<file path="config.mk">
export PLATFORM = sky130hd
export DESIGN_NAME = arp_cache_learn_and_reply
export DESIGN_NICKNAME = d
export VERILOG_FILES = /design/src/sv/arpc_pkg.sv /design/src/sv/arp_cache_learn_and_reply.sv /design/src/sv/arpc_cell.sv
export VERILOG_INCLUDE_DIRS = /design/src /design/src/sv
export SDC_FILE = /design/constraint.sdc
export NUM_CORES = 2
export LEC_CHECK = 0
export BUFFER_PORTS_ARGS = -buffer_cell sky130_fd_sc_hd__buf_2
export CAP_MARGIN = 20
export CORE_MARGIN = 4
export CORE_UTILIZATION = 45
export CTS_BUF_LIST = sky130_fd_sc_hd__clkbuf_4
export CTS_CLUSTER_SIZE = 14
export DETAILED_ROUTE_END_ITERATION = 8
export GPL_TIMING_DRIVEN = 0
export PLACE_DENSITY = 0.59
export SLEW_MARGIN = 10
export SYNTH_ARGS = -nofsm -noshare
export SYNTH_HDL_FRONTEND = slang
export SYNTH_HIERARCHICAL = 1
export SYNTH_SLANG_ARGS = --single-unit
</file>
<file path="constraint.sdc">
create_clock -name clk -period 13.6 [get_ports clk]
set_input_delay 0.68 -clock clk [delete_from_list [all_inputs] [get_ports clk]]
set_output_delay 0.68 -clock clk [all_outputs]
set_load 0.005 [all_outputs]
</file>
<file path="src/sv/assert_macros.svh">
// Assertion macros shared by the ARP cache RTL.
// No dependencies; included by files that carry concurrent assertions.
`ifndef ASSERT_MACROS_SVH
`define ASSERT_MACROS_SVH

// Same-cycle implication, held off while reset is asserted.
`define ARPC_ASSERT_IMPL(label, clk, rst_n, ante, cons) \
  label: assert property (@(posedge clk) disable iff (!rst_n) (ante) |-> (cons)) \
    else $error("arpc assertion failed");

// Next-cycle implication, held off while reset is asserted.
`define ARPC_ASSERT_NEXT(label, clk, rst_n, ante, cons) \
  label: assert property (@(posedge clk) disable iff (!rst_n) (ante) |=> (cons)) \
    else $error("arpc assertion failed");

`endif

</file>
<file path="src/sv/arpc_pkg.sv">
// Types and constants of the ARP cache: payload words, search token, fill port.
// No dependencies; imported by arpc_cell, arp_cache_learn_and_reply and the testbench.
package arpc_pkg;

  localparam int TABLE_ENTRIES_DEF = 8;

  localparam logic [10:0] MIN_FRAME_LEN  = 11'd42;
  localparam logic [15:0] OPCODE_REQUEST = 16'd1;

  typedef enum logic [1:0] {
    REQ_LOOKUP = 2'd0,
    REQ_ADD    = 2'd1,
    REQ_FRAME  = 2'd2
  } req_kind_t;

  typedef enum logic [1:0] {
    S_IDLE,
    S_SCAN,
    S_OUT
  } state_t;

  typedef struct packed {
    logic [1:0]  req_type;
    logic [31:0] ip_addr;
    logic [47:0] hw_addr;
    logic [15:0] arp_opcode;
    logic [31:0] target_addr;
    logic [10:0] frame_len;
  } arpc_in_t;

  typedef struct packed {
    logic        hit;
    logic [47:0] hit_hw_addr;
    logic        send_reply;
    logic [47:0] reply_hw_addr;
    logic [31:0] reply_ip;
    logic        frame_dropped;
  } arpc_out_t;

  // Search token that walks the cell chain, one cell per cycle.
  typedef struct packed {
    logic        active;
    logic        learn;
    logic [31:0] ip;
    logic [47:0] hw;
    logic        found;
    logic [47:0] found_hw;
    logic        free_found;
  } arpc_tok_t;

  // Fill port driven by the controller when a learned pair has no entry yet.
  typedef struct packed {
    logic        en;
    logic [31:0] ip;
    logic [47:0] hw;
  } arpc_wr_t;

endpackage

</file>
<file path="src/sv/arp_cache_learn_and_reply.sv">
// Top level of the ARP cache: controller FSM, config register, chain of cells.
// Depends on arpc_pkg, arpc_cell and assert_macros.svh.
//
//   port group   dir   handshake           word
//   in_*         in    in_valid/in_stall   arpc_in_t request
//   out_*        out   out_valid/out_stall arpc_out_t result
//   cfg_*        in    cfg_wr_en           local IPv4 address, 32 bits
//
// Lookup, add and accepted frames raise out_valid once the search token has walked
// the cell chain, one entry per cycle, and the controller has registered the result.
// Short frames and unknown request types raise out_valid at the accepting edge.
// One request is in flight at a time; in_stall is high until its result is taken,
// so the block takes no new word before the previous result has been taken.
// Reset (synchronous, rst_n low) empties the table and clears local IP to 0.
// A stalled result holds in the output register until out_stall drops.
`include "assert_macros.svh"

module arp_cache_learn_and_reply import arpc_pkg::*; #(
  parameter int TableEntries = TABLE_ENTRIES_DEF
) (
  input  logic        clk,
  input  logic        rst_n,
  input  logic        in_valid,
  output logic        in_stall,
  input  arpc_in_t    in_word,
  output logic        out_valid,
  input  logic        out_stall,
  output arpc_out_t   out_word,
  input  logic        cfg_wr_en,
  input  logic [31:0] cfg_wr_data
);

  localparam int IdxW = (TableEntries > 1) ? $clog2(TableEntries) : 1;

  state_t          state_r, state_nxt;
  logic [31:0]     local_ip_r, local_ip_nxt;
  logic            is_lookup_r, is_lookup_nxt;
  logic            reply_r, reply_nxt;
  logic            out_valid_r, out_valid_nxt;
  arpc_out_t       out_word_r, out_word_nxt;

  arpc_tok_t       tok_c  [TableEntries+1];
  logic [IdxW-1:0] fidx_c [TableEntries+1];
  arpc_tok_t       tok_head;
  arpc_wr_t        wr;
  logic [IdxW-1:0] wr_idx;

  assign tok_c[0]  = tok_head;
  assign fidx_c[0] = '0;

  // chain of entries; token enters at cell 0 and leaves after the last one
  for (genvar k = 0; k < TableEntries; k++) begin : g_cell
    arpc_cell #(
      .TableEntries (TableEntries),
      .Idx          (k)
    ) u_cell (
      .clk      (clk),
      .rst_n    (rst_n),
      .tok_i    (tok_c[k]),
      .fidx_i   (fidx_c[k]),
      .wr_i     (wr),
      .wr_idx_i (wr_idx),
      .tok_o    (tok_c[k+1]),
      .fidx_o   (fidx_c[k+1])
    );
  end

  assign local_ip_nxt = cfg_wr_en ? cfg_wr_data : local_ip_r;

  always_comb begin
    state_nxt     = state_r;
    is_lookup_nxt = is_lookup_r;
    reply_nxt     = reply_r;
    out_valid_nxt = out_valid_r;
    out_word_nxt  = out_word_r;
    in_stall      = (state_r != S_IDLE);
    tok_head      = '0;
    wr            = '0;
    wr_idx        = '0;

    case (state_r)
      S_IDLE: begin
        if (in_valid) begin
          tok_head.ip   = in_word.ip_addr;
          tok_head.hw   = in_word.hw_addr;
          is_lookup_nxt = 1'b0;
          reply_nxt     = 1'b0;
          case (in_word.req_type)
            REQ_LOOKUP: begin
              tok_head.active = 1'b1;
              is_lookup_nxt   = 1'b1;
              state_nxt       = S_SCAN;
            end
            REQ_ADD: begin
              tok_head.active = 1'b1;
              tok_head.learn  = 1'b1;
              state_nxt       = S_SCAN;
            end
            REQ_FRAME: begin
              if (in_word.frame_len < MIN_FRAME_LEN) begin
                // drop a short frame: learn nothing
                out_word_nxt               = '0;
                out_word_nxt.frame_dropped = 1'b1;
                out_valid_nxt              = 1'b1;
                state_nxt                  = S_OUT;
              end else begin
                tok_head.active = 1'b1;
                tok_head.learn  = 1'b1;
                reply_nxt       = (in_word.arp_opcode == OPCODE_REQUEST) &&
                                  (in_word.target_addr == local_ip_r);
                state_nxt       = S_SCAN;
              end
            end
            default: begin
              out_word_nxt  = '0;
              out_valid_nxt = 1'b1;
              state_nxt     = S_OUT;
            end
          endcase
        end
      end
      S_SCAN: begin
        if (tok_c[TableEntries].active) begin
          if (tok_c[TableEntries].learn && !tok_c[TableEntries].found) begin
            // no entry holds this IP: fill lowest free one, else overwrite entry 0
            wr.en  = 1'b1;
            wr.ip  = tok_c[TableEntries].ip;
            wr.hw  = tok_c[TableEntries].hw;
            wr_idx = tok_c[TableEntries].free_found ? fidx_c[TableEntries] : '0;
          end
          out_word_nxt     = '0;
          if (is_lookup_r && tok_c[TableEntries].found) begin
            out_word_nxt.hit         = 1'b1;
            out_word_nxt.hit_hw_addr = tok_c[TableEntries].found_hw;
          end
          if (reply_r) begin
            out_word_nxt.send_reply    = 1'b1;
            out_word_nxt.reply_hw_addr = tok_c[TableEntries].hw;
            out_word_nxt.reply_ip      = tok_c[TableEntries].ip;
          end
          out_valid_nxt = 1'b1;
          state_nxt     = S_OUT;
        end
      end
      S_OUT: begin
        if (!out_stall) begin
          out_valid_nxt = 1'b0;
          state_nxt     = S_IDLE;
        end
      end
      default: begin
        state_nxt = S_IDLE;
      end
    endcase
  end

  always_ff @(posedge clk) begin
    if (!rst_n) begin
      state_r     <= S_IDLE;
      local_ip_r  <= '0;
      out_valid_r <= 1'b0;
    end else begin
      state_r     <= state_nxt;
      local_ip_r  <= local_ip_nxt;
      out_valid_r <= out_valid_nxt;
    end
  end

  always_ff @(posedge clk) begin
    is_lookup_r <= is_lookup_nxt;
    reply_r     <= reply_nxt;
    out_word_r  <= out_word_nxt;
  end

  assign out_valid = out_valid_r;
  assign out_word  = out_word_r;

  `ARPC_ASSERT_IMPL(a_tok_exits_in_scan, clk, rst_n, tok_c[TableEntries].active, state_r == S_SCAN)
  `ARPC_ASSERT_IMPL(a_out_only_in_out, clk, rst_n, out_valid_r, state_r == S_OUT)
  `ARPC_ASSERT_IMPL(a_fill_on_miss, clk, rst_n, wr.en, tok_c[TableEntries].learn && !tok_c[TableEntries].found)
  `ARPC_ASSERT_NEXT(a_scan_end_gives_word, clk, rst_n, (state_r == S_SCAN) && tok_c[TableEntries].active, out_valid_r)
  `ARPC_ASSERT_IMPL(a_one_result_kind, clk, rst_n, out_valid_r && out_word_r.hit, !out_word_r.send_reply && !out_word_r.frame_dropped)

endmodule

</file>
<file path="src/sv/arpc_cell.sv">
// One entry of the ARP cache chain: stores a pair, checks the passing token.
// Depends on arpc_pkg and assert_macros.svh.
`include "assert_macros.svh"

module arpc_cell import arpc_pkg::*; #(
  parameter int TableEntries = TABLE_ENTRIES_DEF,
  parameter int Idx          = 0,
  localparam int IdxW        = (TableEntries > 1) ? $clog2(TableEntries) : 1
) (
  input  logic             clk,
  input  logic             rst_n,
  input  arpc_tok_t        tok_i,
  input  logic [IdxW-1:0]  fidx_i,
  input  arpc_wr_t         wr_i,
  input  logic [IdxW-1:0]  wr_idx_i,
  output arpc_tok_t        tok_o,
  output logic [IdxW-1:0]  fidx_o
);

  localparam logic [IdxW-1:0] MyIdx = IdxW'(Idx);

  logic            valid_r, valid_nxt;
  logic [31:0]     ip_r, ip_nxt;
  logic [47:0]     hw_r, hw_nxt;
  arpc_tok_t       tok_r, tok_nxt;
  logic [IdxW-1:0] fidx_r, fidx_nxt;
  logic            hit_here, free_here, fill_here;

  always_comb begin
    hit_here  = tok_i.active && !tok_i.found && valid_r && (ip_r == tok_i.ip);
    free_here = tok_i.active && !tok_i.free_found && !valid_r;
    fill_here = wr_i.en && (wr_idx_i == MyIdx);

    tok_nxt  = tok_i;
    fidx_nxt = fidx_i;
    if (hit_here) begin
      tok_nxt.found    = 1'b1;
      tok_nxt.found_hw = hw_r;
    end
    if (free_here) begin
      tok_nxt.free_found = 1'b1;
      fidx_nxt           = MyIdx;
    end

    valid_nxt = valid_r;
    ip_nxt    = ip_r;
    hw_nxt    = hw_r;
    if (fill_here) begin
      valid_nxt = 1'b1;
      ip_nxt    = wr_i.ip;
      hw_nxt    = wr_i.hw;
    end else if (hit_here && tok_i.learn) begin
      // refresh the hardware address of a known IP
      hw_nxt = tok_i.hw;
    end
  end

  always_ff @(posedge clk) begin
    if (!rst_n) begin
      valid_r <= 1'b0;
      tok_r   <= '0;
    end else begin
      valid_r <= valid_nxt;
      tok_r   <= tok_nxt;
    end
  end

  always_ff @(posedge clk) begin
    ip_r   <= ip_nxt;
    hw_r   <= hw_nxt;
    fidx_r <= fidx_nxt;
  end

  assign tok_o  = tok_r;
  assign fidx_o = fidx_r;

  // an entry once filled stays valid until reset
  `ARPC_ASSERT_NEXT(a_valid_sticks, clk, rst_n, valid_r, valid_r)

endmodule

</file>
==> reports/metrics.csv <==
metric,value,unit
worstPathRequired,14.51,ns
p_leak,0.0335,uW
clockBufferDepth,4,
gr-usage-all-layers,0.207,
finalSetupViolCount,0,
overflow,0,
dp_cells,8075,
tritoncts_num_sinks,1896,
fin_total_pwr,11100,uW
final_layout_size_suffix_gt1_frac,0.191,
vias_per_cell,4.47,
post-cts-setup-buffers,0,
syn_area,68800,um2
first_iter_violations,2300,
core_area,152000,um2
worstSetupPathType,in2reg,
timing.final.ws_setup,8.84,ns
sequentialPowerShare,0.541,
power_density,136,nW/um2
max-cap-violations,0,
start_util,0.453,
internal_power,8680,uW
num_vias,40800,
antenna_found_initial,5,
drt_pre_antenna_iters,6,
arrival,5.67,ns
rows,143,
crit_path_end_kind,flip-flop,
min_period,4.76,ns
cp-start-kind,primary input,
grt_pass1_vias,41900,
ant_nets,0,
synthFlopType,dfxtp_1,
peakVddDrop,56.1,uV
cts_tree,done,
layout_commonest_cell,nand2_1,
final_hold_viol_count,0,
dieArea,159000,um2
layout_common_cells,"nand2_1, dfxtp_1, and2_1",
yosysWarnings,6,
synthArstFlopShare,0,
maxSlewViolCount,0,
root_buffer,clkbuf_4,
combPwrFrac,0.037,
hold_buffers,191,
wl_per_cell,18.1,um
ys_types,51,
crit_fanout,35,
grt_max_degree,40,
die_h,399,um
hpwl,126,mm
synthCells,5660,
ios,311,
finClkSkew,0.0951,ns
period_share,0.350,
status,completed,
routabilityCongestion,0.826,
yosysSeqAreaShare,0.664,
cts_buffers,479,
drc,0,
power_switching,2440,uW
timing.fmax,210,MHz
hp-class,in2reg,
ys_seq_elements,1896,
grt_first_pass_wirelength,248,mm
ctsResizeCount,0,
clock_power_share,0.421,
area_growth,18.6,%
relSlewSlack,0.402,
worst_pin_slew,0.890,ns
preCtsSetupSlack,8.55,ns
insertion_delay,1.28,ns
clkTransAtPathRegs,0.07,ns
synth-edff-count,773,
fin_nets,6899,
cts_max_level,5,
fin_cells,9132,
die_x,399,um
io_buffers,308,
syn_area_per_cell,12.2,um2
rsz0062_at_grt,no,
drt-total-wl,165,mm
switching_share,0.219,
## per-layer routing
layer,routed length [um],vias to the layer above,GRT usage
li1,-,21000,-
met1,83100,18300,0.308
met2,68600,1201,0.304
met3,9910,262,0.0440
met4,3270,0,0.0625
met5,0,-,0
## power groups by stage
stage	combinational (uW)	sequential, uW	clock, uW
detailed placement	374	6150	0
global placement	357	6160	0
global route	465	6030	5150
finish	415	6020	4680
floorplan	217	6140	0
CTS	420	6020	4840
## state kept, by name, summed over array words and instances (netlist names)
register	flops
g_cell.u_cell/fidx_o	24
g_cell.u_cell/hw_r	384
g_cell.u_cell/valid_r	8
local_ip_r	32
is_lookup_r	1
reply_r	1
state_r	2
g_cell.u_cell/ip_r	256
out_valid	1
g_cell.u_cell/tok_o	1056
out_word	131
## stage by stage
step / util / area [um2] / TNS, ns / hold WS [ns]
floorplan: - / 69000 / 0 / 0.386
global placement: 0.481 / 73100 / -298.42 / 0.397
detailed placement: 0.485 / 73600 / 0 / 0.392
CTS: 0.537 / 81600 / 0 / 0.0509
global route: 0.537 / 81600 / 0 / 0.126
finish: 0.537 / 81600 / 0 / 0.268
## path summary, 6_finish.rpt
check / startpoint / to / slack, ns / cells after the start
setup / recovery: in_word[7] / g_cell[0].u_cell/hw_r[16] / 8.84 / 16
hold / removal: in_word[87] / g_cell[0].u_cell/tok_o[78] / 0.27 / 4
setup reg to reg: state_r[0] / g_cell[0].u_cell/hw_r[16] / 9.06 / 12
hold reg to reg: g_cell[5].u_cell/fidx_o[2] / g_cell[6].u_cell/fidx_o[2] / 0.41 / 1
## cell families after synthesis
logic type	share of synthesized area
AOI/OAI and AO/OA	0.00456
muxes	0.0919
and+or+nand+nor	0.180
buffers and inverters	0.0218
adders and majority gates	0.000727
xor gates and xnor gates	0.0367
other	0.0000545
DFF	0.664
## critical path, stage by stage
cell           delay (ns)
dlygate4sd3_1        0.52
buf_2                0.10
nor4_1               0.03
dlygate4sd3_1        0.54
nand2_1              0.05
dlygate4sd3_1        0.56
o21ai_2              0.10
dlygate4sd3_1        0.61
nand2_1              0.08
and3_1               0.23
and4b_1              0.24
nand4_1              0.16
nor4_4               0.78
buf_6                0.27
a21o_2               0.40
buf_12               0.27
## Yosys cell counts, types with 2 or more instances
| cell type | instances | area (um2) |
|---|---|---|
| edfxtp_1 | 773 | 23200 |
| nand4_1 | 32 | 200 |
| nor2_2 | 2 | 12.5 |
| clkbuf_2 | 6 | 30.0 |
| dfxtp_1 | 1123 | 22500 |
| and3_1 | 4 | 25.0 |
| buf_2 | 14 | 70.1 |
| buf_4 | 3 | 22.5 |
| xnor2_1 | 92 | 806 |
| and4b_1 | 8 | 80.1 |
| nor4_1 | 48 | 300 |
| nor4bb_1 | 2 | 20.0 |
| mux2i_1 | 416 | 4160 |
| a21oi_1 | 2 | 10.0 |
| nor2b_1 | 30 | 188 |
| ha_1 | 4 | 50.1 |
| clkbuf_1 | 221 | 830 |
| nor2_1 | 37 | 139 |
| nor3_1 | 10 | 50.1 |
| nor4_4 | 8 | 170 |
| mux2_2 | 156 | 1760 |
| a21o_1 | 8 | 60.1 |
| buf_1 | 16 | 60.1 |
| xor2_1 | 196 | 1720 |
| o21a_1 | 25 | 188 |
| inv_1 | 5 | 18.8 |
| nand4b_1 | 3 | 26.3 |
| nand2_1 | 1351 | 5070 |
| nand3_1 | 10 | 50.1 |
| or2_1 | 12 | 75.1 |
| and2_1 | 945 | 5910 |
| mux2_1 | 36 | 405 |
| nor4b_1 | 2 | 17.5 |
| buf_6 | 40 | 450 |
| clkinv_1 | 4 | 15.0 |
## area by class of cell
class / count / area, um2
Antenna cell: 5 / 12.5
Buffer: 300 / 1470
Clock buffer: 747 / 5610
Clock inverter: 114 / 505
Fill cell: 13300 / 70300
Inverter: 10 / 37.5
Multi-Input combinational cell: 3508 / 21900
Sequential cell: 1896 / 45700
Tap cell: 2030 / 2540
Timing Repair Buffer: 522 / 3910
Note: power is estimated with default switching activity, not from simulation.
